--- src/rtl/bsm_pkg.sv ---
package bsm_pkg;

  // Fixed field widths of the access channel.
  localparam int ROW_IN_W  = 4;
  localparam int COL_IN_W  = 5;
  localparam int DATA_W    = 32;
  localparam int STATUS_W  = 2;

  // Stored-entry offsets and counts are kept in 8 bits, as in the row word.
  localparam int IDX_W = 8;

  // Defaults for the top-level parameters.
  localparam int ROWS_DEF        = 16;
  localparam int MAX_COLS_DEF    = 24;
  localparam int VALUE_WIDTH_DEF = 32;
  localparam int NZ_CAPACITY_DEF = 255;

  localparam logic [COL_IN_W-1:0] NUM_COLS_RESET = COL_IN_W'(24);

  localparam logic CMD_READ  = 1'b0;
  localparam logic CMD_WRITE = 1'b1;

  localparam logic [STATUS_W-1:0] ST_OK    = 2'd0;
  localparam logic [STATUS_W-1:0] ST_RANGE = 2'd1;
  localparam logic [STATUS_W-1:0] ST_FULL  = 2'd2;

  // Broadcast to every value cell.
  typedef struct packed {
    logic             insert;
    logic             overwrite;
    logic [IDX_W-1:0] k;
    logic [IDX_W-1:0] count;
  } bsm_cell_ctl_t;

  // Update of the row table on an insert.
  typedef struct packed {
    logic                insert;
    logic [ROW_IN_W-1:0] row;
    logic [COL_IN_W-1:0] col;
  } bsm_row_upd_t;

endpackage

--- src/rtl/bsm_value_cell.sv ---
module bsm_value_cell #(
  parameter int IDX         = 0,
  parameter int VALUE_WIDTH = bsm_pkg::VALUE_WIDTH_DEF
) (
  input  logic                     clk,
  input  bsm_pkg::bsm_cell_ctl_t   ctl,
  input  logic [VALUE_WIDTH-1:0]   wdata,
  input  logic [VALUE_WIDTH-1:0]   prev_value,
  input  logic [VALUE_WIDTH-1:0]   prev_bus,
  output logic [VALUE_WIDTH-1:0]   value,
  output logic [VALUE_WIDTH-1:0]   bus
);
  import bsm_pkg::*;

  localparam logic [IDX_W-1:0] MY_IDX = IDX_W'(IDX);

  logic hit;
  logic in_shift;

  assign hit      = (ctl.k == MY_IDX);
  assign in_shift = (MY_IDX > ctl.k) && (MY_IDX <= ctl.count);

  // On insert, cells from slot+1 to count take the lower neighbor's value.
  always_ff @(posedge clk) begin
    if ((ctl.insert || ctl.overwrite) && hit) begin
      value <= wdata;
    end else if (ctl.insert && in_shift) begin
      value <= prev_value;
    end
  end

  // Read bus: the addressed cell launches its value, all others pass along.
  always_ff @(posedge clk) begin
    bus <= hit ? value : prev_bus;
  end

endmodule

--- config.mk ---
export PLATFORM = sky130hd
export DESIGN_NAME = bsm_value_cell
export DESIGN_NICKNAME = d
export VERILOG_FILES = /design/src/rtl/bsm_pkg.sv /design/src/rtl/bsm_value_cell.sv
export SDC_FILE = /design/constraint.sdc
export NUM_CORES = 1
export LEC_CHECK = 0
export BUFFER_PORTS_ARGS = -buffer_cell sky130_fd_sc_hd__buf_4
export CAP_MARGIN = 20
export CORE_UTILIZATION = 43
export CTS_BUF_LIST = sky130_fd_sc_hd__clkbuf_4 sky130_fd_sc_hd__clkbuf_8
export DETAILED_ROUTE_END_ITERATION = 10
export GPL_TIMING_DRIVEN = 0
export PLACE_DENSITY = 0.82
export SLEW_MARGIN = 20
export SYNTH_ARGS = -nofsm -noshare
export SYNTH_HDL_FRONTEND = slang
export SYNTH_SLANG_ARGS = --single-unit
--- constraint.sdc ---
create_clock -name clk -period 2.85 [get_ports clk]
set_clock_uncertainty 0.2 [all_clocks]
set_input_delay 0.57 -clock clk [delete_from_list [all_inputs] [get_ports clk]]
set_output_delay 0.57 -clock clk [all_outputs]
set_load 0.05 [all_outputs]
**After elaboration in Yosys (flattened, before gate mapping)**

Index checks and enable logic that the tools add are counted.

- Register bits: 64
- Output and inout port bits: 64
- Word-level logic and storage cells: 13

- Magnitude comparators: 2
- Mux-type cells: 3
- Reduce and logical (&&, ||, !) cells: 6

Operator list:

| operator | number |
|---|---|
| 2-to-1 mux 32 bit | 3 |
| > comparator 1 x 8 -> 1 bit (first input constant) | 1 |
| <= comparator 1 x 8 -> 1 bit (first input constant) | 1 |
| logical NOT 8 bit | 1 |
| logical AND 1 bit | 3 |
| nonzero test 2 bit | 1 |
| logical OR 1 bit | 1 |

**Longest topological paths before layout**

- Depth after elaboration: 5
- Mapped depth: 4
- Gate-level depth less buffers: 3

**Worst setup path before layout**

No wires, ideal clock.

- Path kind: input to register
- Start point: input port ctl[15] (netlist bit)
- End point: register value[0], enable pin
- Library setup time: 0.387 ns
- Arrival: 1.910 ns
- Data required time: 2.263 ns
- Slack: 0.354 ns
- Cell stages on the path: 4
- Buffers on the path: 1
- Path through: nor4_4 o211ai_4 buf_6 inv_1

- Word-level cells in the longest chain between the ends: 4

RTL lines:

| what | RTL line | text |
|---|---|---|
| start, declared | bsm_value_cell.sv:6 | `input bsm_pkg::bsm_cell_ctl_t ctl,` |
| > comparator 1 x 8 -> 1 bit | bsm_value_cell.sv:21 | `assign in_shift = (MY_IDX > ctl.k) && (MY_IDX <= ctl.count);` |
| logical AND 1 bit | bsm_value_cell.sv:21 |  |
| logical AND 1 bit | bsm_value_cell.sv:27 | `end else if (ctl.insert && in_shift) begin` |
| nonzero test 2 bit (no source line) * | -- |  |
| end signal, assigned | bsm_value_cell.sv:26 | `value <= wdata;` |
| end signal, assigned | bsm_value_cell.sv:28 | `value <= prev_value;` |
| end, declared | bsm_value_cell.sv:10 | `output logic [VALUE_WIDTH-1:0] value,` |

Every way passes the cells marked *; elsewhere a longest branch is shown, timed or not.
A chain may end at the register's enable or synchronous reset.

**Worst setup path in the final report**

- Start point: input port ctl[15] (netlist bit)
- End point: register value[15], enable pin

Same word-level chain as after synthesis.

==> results <==
- The global routing stage identified its most utilized layer as met2.
- The switching power as a share of total power is 21.39%.
- The startpoint of the worst register-to-register path is value[8].
- The count of placed standard cells including taps is 384.
- For this design the ratio of total power to cell area is 511.0 mW/mm2.
- In this run the most critical hold path is launched from prev_bus[4].
- Summed over all instances, the cell type with the most area after synthesis is sky130_fd_sc_hd__edfxtp_1.
- The vertical extent of the die is 81.02 um.
- The element type at the critical path start is a primary input.
- In this run the worst path has a maximum fanout of 32.
- The post-layout total power is 2187 uW.
- The area growth from synthesis to layout is 59.37%.
- The post-detailed-placement cell area is 0.004055 mm2.
- The level count of the clock H-tree is 3.
- The synthesized netlist contains 9 unique library cells.
- The sum of negative setup slack is 0 ns.
- The maximum root-to-sink buffer count is 2.
- TritonCTS created 9 clock buffers.
- After synthesis, flip-flops and latches occupy 59.65% of the total area.
- The share of total power dissipated in sequential elements is 45.7%.
- The number of nets in the synthesized netlist is 254.
- The placer congestion estimate is 0.7469.
- The number of top-level pins is 179.
- STA classifies the critical path endpoint as a register.
- The number of antenna violations at the first check in global routing is 0.
- The global-route met1 utilization is 21.38%.
- Setup repair after global routing left no endpoint under its margin.
- Based on the critical path, the design can be clocked at up to 442.9 MHz.
- IR analysis of the VDD net gives a maximum drop of 0.2776 mV.
- After floorplanning, the core was divided into 28 placement rows.
- The pin count of the biggest net entering global routing is 33.
- The final layout contains 435 nets.
- For the worst-skew pair, the clock arrives at the later sink with an insertion delay of 0.32 ns.
- The share of total power in combinational logic is 14.9%.
- TritonCTS built the clock tree.
- The worst slew slack as a fraction of its limit is 53.63%.
- The total number of yosys warnings is 0.
- The root buffer cell chosen for the clock tree is sky130_fd_sc_hd__clkbuf_8.
- Clock tree synthesis found a total of 64 sinks.
- Of the cells placed in the final design, the portion with a size suffix greater than 1 is 80.25%.
- The critical path class is in2reg.
- The first global-routing pass estimated 9211 um of wire.
- Global routing used 36.13% of the available met2 tracks.
- The initial DRC count is 28.
- Across all layers, the routed design uses 1848 vias.
- The slew at the pin closest to its max-slew limit is 0.6945 ns.
- The final max-slew violation count is 0.
- A synthesized cell averages 19.32 um2.
- The cell count after synthesis came out at 139.
- The hold buffer count at cts is 0.
- The starting density of the core is 45.08%.
- The half-perimeter wire length after detailed placement is 5139 um.
- The ratio of final minimum period to clock period is 79.21%.
- The synthesized design contains 64 register bits.
- In this run the remaining antenna-violating nets after routing total 0.
- Dividing the detail-routed wire length by the instance count gives 16.24 um.
- The count of buffers inserted at the top-level ports is 170.
- The all-layer global routing usage is 19.72%.
- The most common cell after layout, fill and taps aside is sky130_fd_sc_hd__buf_4.
- After detailed routing, the number of vias per cell comes to 4.632.
- The number of hold-slack violations in the final timing report is 0.
- Traced cell by cell, the critical path runs through buf_4 -> nor4_4 -> o211ai_4 -> buf_6 -> inv_2.
- The internal power is 1719 uW.
- Global routing consumed, on the met3 layer, 5.169% of the routing resources.
- The core outline area is 0.005956 mm2.
- The slowest cell on the critical path is sky130_fd_sc_hd__inv_2.
- Wires add up to 6478 um.
- The first detailed-routing pass ran for 3 iterations.
- In this run the biggest area consumer among cell types represents 35.79% of the synthesized area.
- The count of max-cap constraint violations is 0.
- Buffers added to address setup during post-CTS repair amount to 0.
- The leakage dissipation is 0.002132 uW.
- In the routed design, unresolved DRC markers number 0.
- The via count of the first global-routing pass came to 1858.
- The final core utilization is 71.85%.
- The clock network power share is 39.4%.
- The count of cells resized by post-cts repair is 0.
- The clock period minus final worst setup slack is 2.258 ns.
- For this run, the slowest stage of the critical path takes 0.52 ns.
- The finished layout cell area is 0.004279 mm2.
- The worst path required time is 2.60 ns.
- The synthesized netlist occupies a cell area of 0.002685 mm2.
- In the post-synthesis netlist, the biggest area contributors are sky130_fd_sc_hd__edfxtp_1 36%, sky130_fd_sc_hd__mux2_4 33%, sky130_fd_sc_hd__dfxtp_1 24%, sky130_fd_sc_hd__buf_6 2.5%, sky130_fd_sc_hd__mux2_2 2.1%.
- The analysis attributes to net switching a power of 467.8 uW.
- The CTS clock-pin slew for the worst setup and hold paths is 0.07 ns.
- The flow ran to the end, and the final reports show no timing, DRC or antenna violations.
- The number of antenna diodes in the final layout is 0.
- The remaining global-route overflow is 0.
- In the layout the commonest cells are 170 x sky130_fd_sc_hd__buf_4, 59 x sky130_fd_sc_hd__mux2_4, 32 x sky130_fd_sc_hd__dfxtp_1, 32 x sky130_fd_sc_hd__edfxtp_1, 11 x sky130_fd_sc_hd__clkbuf_8.
- The count of placed standard cells in the final layout, fillers left out is 399.
- The width of the die is 81.02 um.
- The worst hold path class is in2reg.
- The die area is 0.006564 mm2.
- The most critical setup path has its startpoint at ctl[15].
- For the worst setup path, the data arrival time is 2.01 ns.
- The total setup violations reported at the end of the flow is 0.
synth_stat cells:
master and count:
sky130_fd_sc_hd__nand2_2 1, sky130_fd_sc_hd__o211ai_4 1, sky130_fd_sc_hd__dfxtp_1 32, sky130_fd_sc_hd__edfxtp_1 32, sky130_fd_sc_hd__mux2_2 5, sky130_fd_sc_hd__nor4_4 2, sky130_fd_sc_hd__mux2_4 59, sky130_fd_sc_hd__inv_1 1
sky130_fd_sc_hd__buf_6 6
layer usage:
metal | wire length [um] | share of wire (%) | up-vias
met1 | 2368 | 37 | 867
li1 | - | - | 880
met3 | 516 | 8.0 | 8
met4 | 70 | 1.1 | 0
met5 | 0 | 0 | -
met2 | 3523 | 54 | 93
power by group through the flow:
stage               combinational [uW]  sequential, uW  clock (uW)
floorplan                         70.3            1110           0
global placement                   322            1020           0
global route                       342            1000         922
CTS                                329             999         882
detailed placement                 328            1020           0
finish                             326             998         862
critical path, delay by kind of cell:
kind                   cells  cell delay (ns)
AND/OR/NAND/NOR            1             0.36
buffers and inverters      3             0.85
AO/OA/AOI/OAI              1             0.21
state kept, by name, summed over array words and instances, names as in the netlist:
register,flops
bus,32
value,32
logic make-up after synthesis:
kind of cell,after synthesis,share of synthesized area [%]
buf+inv,7,2.656
compound gates,1,0.7922
mux,64,35.09
flops,64,59.65
simple gates,3,1.817
through the flow:
step / setup slack (ns) / hold slack, ns
5_1_grt: 0.5322 / 0.2494
2_1_floorplan: 0.3536 / 0.5129
4_1_cts: 0.5800 / 0.2518
3_3_place_gp: -0.1536 / 0.2864
3_5_place_dp: 0.2265 / 0.2928
6_report: 0.5924 / 0.2667
path summary, 6_finish.rpt:
kind | endpoint | cells past startpoint | slack (ns)
setup reg to reg | bus[8] | 1 | 1.83
setup / recovery | value[15] | 5 | 0.59
hold / removal | bus[4] | 2 | 0.27
hold reg to reg | bus[23] | 1 | 0.30
layout make-up:
cell class | instances | area (um2)
fill | 432 | 1677
sequential | 64 | 1602
timing repair buffer | 170 | 1276
multi-input combinational | 68 | 1012
clock buffer | 12 | 158.9
tap | 75 | 93.84
buffer | 6 | 67.56
clock inverter | 3 | 65.06
inverter | 1 | 3.754
Power figures use the tool's default switching activity.
