<file path="src/rtl/bsm_pkg.sv">
package bsm_pkg;

  // Fixed field widths of the access channel.
  localparam int ROW_IN_W  = 4;
  localparam int COL_IN_W  = 5;
  localparam int DATA_W    = 32;
  localparam int STATUS_W  = 2;

  // Stored-entry offsets and counts are kept in 8 bits, as in the row word.
  localparam int IDX_W = 8;

  // Defaults for the top-level parameters.
  localparam int ROWS_DEF        = 16;
  localparam int MAX_COLS_DEF    = 24;
  localparam int VALUE_WIDTH_DEF = 32;
  localparam int NZ_CAPACITY_DEF = 255;

  localparam logic [COL_IN_W-1:0] NUM_COLS_RESET = COL_IN_W'(24);

  localparam logic CMD_READ  = 1'b0;
  localparam logic CMD_WRITE = 1'b1;

  localparam logic [STATUS_W-1:0] ST_OK    = 2'd0;
  localparam logic [STATUS_W-1:0] ST_RANGE = 2'd1;
  localparam logic [STATUS_W-1:0] ST_FULL  = 2'd2;

  // Broadcast to every value cell.
  typedef struct packed {
    logic             insert;
    logic             overwrite;
    logic [IDX_W-1:0] k;
    logic [IDX_W-1:0] count;
  } bsm_cell_ctl_t;

  // Update of the row table on an insert.
  typedef struct packed {
    logic                insert;
    logic [ROW_IN_W-1:0] row;
    logic [COL_IN_W-1:0] col;
  } bsm_row_upd_t;

endpackage

</file>
<file path="src/rtl/bsm_row_table.sv">
module bsm_row_table #(
  parameter int ROWS     = bsm_pkg::ROWS_DEF,
  parameter int MAX_COLS = bsm_pkg::MAX_COLS_DEF
) (
  input  logic                          clk,
  input  logic                          rst,
  input  bsm_pkg::bsm_row_upd_t         upd,
  input  logic [bsm_pkg::ROW_IN_W-1:0]  look_row,
  output logic [MAX_COLS-1:0]           look_mask,
  output logic [bsm_pkg::IDX_W-1:0]     look_base
);
  import bsm_pkg::*;

  localparam int RW = (ROWS > 1) ? $clog2(ROWS) : 1;
  localparam int CW = (MAX_COLS > 1) ? $clog2(MAX_COLS) : 1;

  logic [MAX_COLS-1:0] mask [ROWS];
  logic [IDX_W-1:0]    base [ROWS];
  logic [RW-1:0]       ridx;
  logic [RW-1:0]       uidx;
  logic [CW-1:0]       ucol;
  logic                look_ok;

  assign ridx    = RW'(look_row);
  assign uidx    = RW'(upd.row);
  assign ucol    = CW'(upd.col);
  assign look_ok = (int'(look_row) < ROWS);

  assign look_mask = look_ok ? mask[ridx] : '0;
  assign look_base = look_ok ? base[ridx] : '0;

  // Base counts of all later rows step up together with the new mask bit.
  always_ff @(posedge clk) begin
    if (rst) begin
      for (int r = 0; r < ROWS; r++) begin
        mask[r] <= '0;
        base[r] <= '0;
      end
    end else if (upd.insert) begin
      for (int r = 0; r < ROWS; r++) begin
        if (r == int'(uidx)) begin
          mask[r][ucol] <= 1'b1;
        end
        if (r > int'(uidx)) begin
          base[r] <= base[r] + IDX_W'(1);
        end
      end
    end
  end

endmodule

</file>
<file path="config.mk">
export PLATFORM = sky130hd
export DESIGN_NAME = bsm_row_table
export DESIGN_NICKNAME = d
export VERILOG_FILES = /design/src/rtl/bsm_pkg.sv /design/src/rtl/bsm_row_table.sv
export SDC_FILE = /design/constraint.sdc
export NUM_CORES = 1
export LEC_CHECK = 0
export BUFFER_PORTS_ARGS = -buffer_cell sky130_fd_sc_hd__buf_2
export CAP_MARGIN = 5
export CORE_MARGIN = 10
export CORE_UTILIZATION = 40
export DETAILED_ROUTE_END_ITERATION = 10
export PLACE_DENSITY = 0.59
export SLEW_MARGIN = 40
export SYNTH_ARGS = -nofsm -noshare
export SYNTH_HDL_FRONTEND = slang
export SYNTH_SLANG_ARGS = --single-unit
</file>
<file path="constraint.sdc">
create_clock -name clk -period 16.1 [get_ports clk]
set_input_delay 3.22 -clock clk [delete_from_list [all_inputs] [get_ports clk]]
set_output_delay 3.22 -clock clk [all_outputs]
set_load 0.1 [all_outputs]
</file>
## Word-level counts from Yosys, hierarchy flattened

Memories as Yosys holds them, arrays and structs flattened.
Cells that the tools add are included.

- Multiplexer cells: 527
- Eq/ne operators: 15
- Order comparisons: 17
- $add $sub $neg: 15
- Bitwise logic cells: 399
- Reductions and logical operators: 2

Operators by type and width:

| cell | count |
|---|---|
| $mux 1 | 495 |
| $or 1x1->1 | 399 |
| $mux 24 | 16 |
| $add 8x1->8 const B | 15 |
| $mux 8 | 15 |
| $eq 4x4->1 const A | 8 |
| $gt 4x4->1 const A | 8 |
| $eq 3x4->1 const A | 4 |
| $gt 3x4->1 const A | 4 |
| $eq 2x4->1 const A | 2 |
| $gt 2x4->1 const A | 2 |
| $lt 5x6->1 const B | 1 |
| $demux 1 s5 | 1 |
| $ge 5x1->1 const B | 1 |
| $eq 1x4->1 const A | 1 |
| $gt 1x4->1 const A | 1 |
| $logic_not 4->1 | 1 |
| $logic_and 1x1->1 | 1 |

- Memories kept: 2
- Logic and storage cells: 977
- Bits in writable memories: 512
- Flip-flop bits (word level): 0
- Input port bits: 16
- Output and inout port bits: 32

Memories:

| memory | depth | width | rd ports | clocked after memory_dff | write ports | RTL line | source |
|---|---|---|---|---|---|---|---|
| mask | 16 | 24 | 1 | 0 | 16 | bsm_row_table.sv:17 | `logic [MAX_COLS-1:0] mask [ROWS];` |
| base | 16 | 8 | 16 | 0 | 16 | bsm_row_table.sv:18 | `logic [IDX_W-1:0] base [ROWS];` |

## Depth between registers and ports, before layout

- Word-level depth: 6
- Mapped depth: 7
- Depth with buffers taken out: 5

## Least setup slack after synthesis

Ideal clock, no wire load.

- Path type: input-to-output
- From: input port look_row[2] (netlist name)
- To: output port look_base[4] (netlist name)
- Path slack: 6.684 ns
- Data arrival time: 6.196 ns
- Stages on the path: 6
- Required time: 12.880 ns
- Cell sequence: buf_4 -> buf_4 -> buf_4 -> buf_2 -> nor3b_1 -> a211oi_1

- Word-level cells in the longest chain between the ends: 1

RTL lines:

| element | RTL line | source |
|---|---|---|
| start: declaration | bsm_row_table.sv:8 | `input logic [bsm_pkg::ROW_IN_W-1:0] look_row,` |
| $mem_v2 16x8 | n/a |  |
| end: declaration | bsm_row_table.sv:10 | `output logic [bsm_pkg::IDX_W-1:0] look_base` |

No other way between the ends.

## Worst setup path in the final report

- From: input port look_row[2] (netlist name)
- To: output port look_mask[19]

- Word-level cells in the longest chain between the ends: 1

RTL lines:

| element | RTL line | source |
|---|---|---|
| $mem_v2 16x24 | n/a |  |
| end: declaration | bsm_row_table.sv:9 | `output logic [MAX_COLS-1:0] look_mask,` |

No other way between the ends.

==> reports/results.env <==
PIN_COUNT_OF_THE_BIGGEST_NET_ENTERING_GLOBAL_ROUTING=182
DETAILEDPLACEMENTHPWL_UM=34500
POST_SYNTHESIS_SEQUENTIAL_AREA_RATIO=0.558
CLOCK_ROOT_CELL='sky130_fd_sc_hd__clkbuf_16'
NFILLCELLS=5306
SYNTH-ASYNC-RESET-RATIO=0
CLOCK_TREE.HTREE_LEVEL_COUNT=2
MAPPEDNETLISTNETS=1885
CTS_TREE='built'
SLEW_VIOLATIONS=0
NUMBER_OF_GLOBAL_ROUTE_VIAS_BEFORE_REPAIR=15200
LAYOUT-DRIVE-GT1-SHARE=0.178
MAXSLEWHEADROOM=0.388
WORSTSETUPPATHTYPE='in2out'
SEQ_AREA_UM2=13000
GRT_MOST_USED_LAYER='met2'
SYNTH_ENABLE_FLOP_CELLS=288
CTS_MADE_BUFFERS=54
SYNTHDISTINCTLIBCELLS=58
WORSTPATHCELLLIST='buf_8 > buf_6 > mux2_2 > o22ai_1 > a221oi_1 > a221o_1 > buf_2'
CLK_PIN_SLEW_WORST_PATHS_NS=0.06
SETUP_REPAIR_AFTER_GLOBAL_ROUTING_MISSED_ITS_MARGIN='no'
GRT_USE_TOTAL=0.174
POWER.STATIC_LEAKAGE_nW=8.69
SYNTH.TOP_CELL.AREA_SHARE=0.372
MULTI_INPUT_LOGIC_AREA_UM2=9390
GLOBAL_ROUTE.USAGE.MET2=0.274
SYNTH_LARGEST_AREA_CELL='sky130_fd_sc_hd__edfxtp_1'
WORST-SLEW-PIN-TRANSITION_NS=0.918
CRITPATHTOPFAMILY='buffers and inverters'
YOSYS_MOST_USED_DFF='sky130_fd_sc_hd__edfxtp_1'
ROUTED-VIA-COUNT=15400
GLOBAL_ROUTE_WIRE_LENGTH_BEFORE_REPAIR_UM=92800
SYNTH_COMMON_CELLS='288 x sky130_fd_sc_hd__edfxtp_1, 216 x sky130_fd_sc_hd__dfxtp_1, 173 x sky130_fd_sc_hd__o21ai_0'
SYN-CELL-AREA_UM2=23300
WL_UM=59600
FLOORPLAN.DIE.WIDTH_UM=261
POST_CTS_BUFFERS=0
STATUS='finished clean'
MASTER_OF_THE_SLOWEST_INSTANCE_ON_THE_CRITICAL_PATH='sky130_fd_sc_hd__buf_6'
SYNTH-SEQ-CELLS=504
WORST-ENDPOINT-REQUIRED_NS=12.88
POSTSYNTHCELLCOUNT=1854
POST-ROUTE-MIN-PERIOD_NS=9.08
MAX-CAP-VIOLATIONS=0
CTS.PATH.MAX_BUFFERS=3
WORST_PATH_LARGEST_CELL_DELAY_NS=0.59
FP-ROW-COUNT=88
YOSYSMOSTFREQUENTCELL='sky130_fd_sc_hd__edfxtp_1'
VIASPERCELL=5.87
WL_PER_CELL_UM=22.7
GRT_OVERFLOW=0
LAYOUT.CELLS.NON_FILLER=2629
FIN_SETUP_TNS_NS=0
TOTALPOWERFINAL_mW=2.99
PWR_DENSITY_CELL_nW_PER_UM2=117
YOSYS-TOP-CELLS-AREA='sky130_fd_sc_hd__edfxtp_1 37%, sky130_fd_sc_hd__dfxtp_1 19%, sky130_fd_sc_hd__mux4_2 7.1%'
TIMING.CRITICAL_PATH.FROM_TYPE='input port'
FP.COREAREA_UM2=57600
REPORT.FINAL.HOLD_VIOL_COUNT=0
INITIAL_UTIL=0.404
CP_NUM_BUF_INV=3
VDD_IR_MAX_mV=0.0821
DRC=0
FLOW.AREA_GROWTH_FROM_SYNTHESIS_PCT=10.3
GLOBALROUTEMET1UTIL=0.239
OVERALL_DIE_AREA_UM2=68200
CRITICAL_PATH.MAX_FANOUT=87
HOLD_BUFFERS=0
FIN_WORST_SKEW_NS=0.0179
GRT_ANTENNA_BEFORE_REPAIR=4
LAYOUT.NETS=1848
DETAIL_ROUTE.ITER0.VIOLATIONS=1385
DIE_H_UM=261
FIN_WORST_HOLD_SLACK_NS=0.455
PLACED_CELLS=2525
HOLD_PATH_CLASS='reg2reg'
TRITONCTS_NUM_SINKS=504
CRITICAL_PATH_ARRIVAL_NS=5.86
PORTBUFFERS=47
END_KIND='primary output'
SYNTH-WARNING-COUNT=0
FINALSETUPVIOLATIONS=0
CTSRESIZECOUNT=0
IO-PIN-COUNT=48
MAX_FREQ_MHz=110
AVG_CELL_AREA_SYN_UM2=12.5
DRT-PASS1-ITER-COUNT=5
FINAL_MIN_PERIOD_OVER_CLOCK_PERIOD=0.564
ANTENNA_VIOLATING_NETS_POST_ROUTE=0
MET3_LAYER_USAGE_REPORTED_BY_GLOBAL_ROUTE=0.0359
PLACE.GP.CONGESTION=0.780
WORST_SKEW_PAIR.LATE_LATENCY_NS=0.60
## placed cells by master (no fill, tap or decap), types with 56 or more instances in the layout
cell,synthesis,final
sky130_fd_sc_hd__mux4_2,73,73
sky130_fd_sc_hd__nor2_1,164,162
sky130_fd_sc_hd__nand3_1,81,80
sky130_fd_sc_hd__edfxtp_1,288,288
sky130_fd_sc_hd__xor2_1,68,68
sky130_fd_sc_hd__nand2_1,62,62
sky130_fd_sc_hd__o21ai_0,173,169
sky130_fd_sc_hd__mux2i_1,56,56
sky130_fd_sc_hd__dfxtp_1,216,216
sky130_fd_sc_hd__clkbuf_16,0,58
sky130_fd_sc_hd__o2bb2ai_1,166,166
## cells by family after synthesis
logic type	count (synthesis)	share of synthesized area
AND/OR/NAND/NOR	412	0.0861
adder cells (fa/ha/maj)	15	0.00807
AO/OA/AOI/OAI	481	0.156
flip-flops	504	0.558
XOR/XNOR	90	0.0339
multiplexers	177	0.118
buffers and inverters	175	0.0401
## routing by layer
layer  routed length, µm  part of all wire  vias up
li1                    -                 -     7061
met1               26500              0.44     7817
met2               27600              0.46      468
met3                4050             0.068       83
met4                1470             0.025        4
met5                  36           0.00060        -
## registers in the layout, summed over array words and instances (netlist names)
signal and flops:
base 120, mask 384
## area by class of cell
cell class                 instances  share of cell area
antenna                            1           0.0000976
clock buffer                      87              0.0647
clock inverter                    15             0.00507
inverter                           6             0.00137
multi-input combinational       1175               0.366
sequential                       504               0.506
tap                              765              0.0373
timing repair buffer              76              0.0196
## power breakdown
| part | internal (mW) | switching (mW) | leakage, nW | total [mW] |
|---|---|---|---|---|
| clock network | 0.710 | 0.534 | 0.879 | 1.24 |
| logic | 0.0856 | 0.199 | 3.15 | 0.284 |
| registers | 1.43 | 0.0382 | 4.65 | 1.46 |
## metrics by stage
step / worst slack [ns] / util / cell area [µm²]
3_3_place_gp: 6.64 / 0.413 / 23800
4_1_cts: 6.78 / 0.445 / 25600
5_1_grt: 6.82 / 0.445 / 25600
6_report: 7.02 / 0.445 / 25600
3_5_place_dp: 6.78 / 0.413 / 23800
2_1_floorplan: 6.68 / - / 23300
## worst paths after layout
kind / start / to / slack (ns) / cells past startpoint
setup / recovery: look_row[2] / look_mask[19] / 7.02 / 7
hold / removal: mask[4][9] / mask[4][9] / 0.46 / 1
setup reg to reg: base[9][0] / base[9][6] / 14.62 / 5
hold reg to reg: mask[4][9] / mask[4][9] / 0.46 / 1
(Power assumes the default switching activity.)
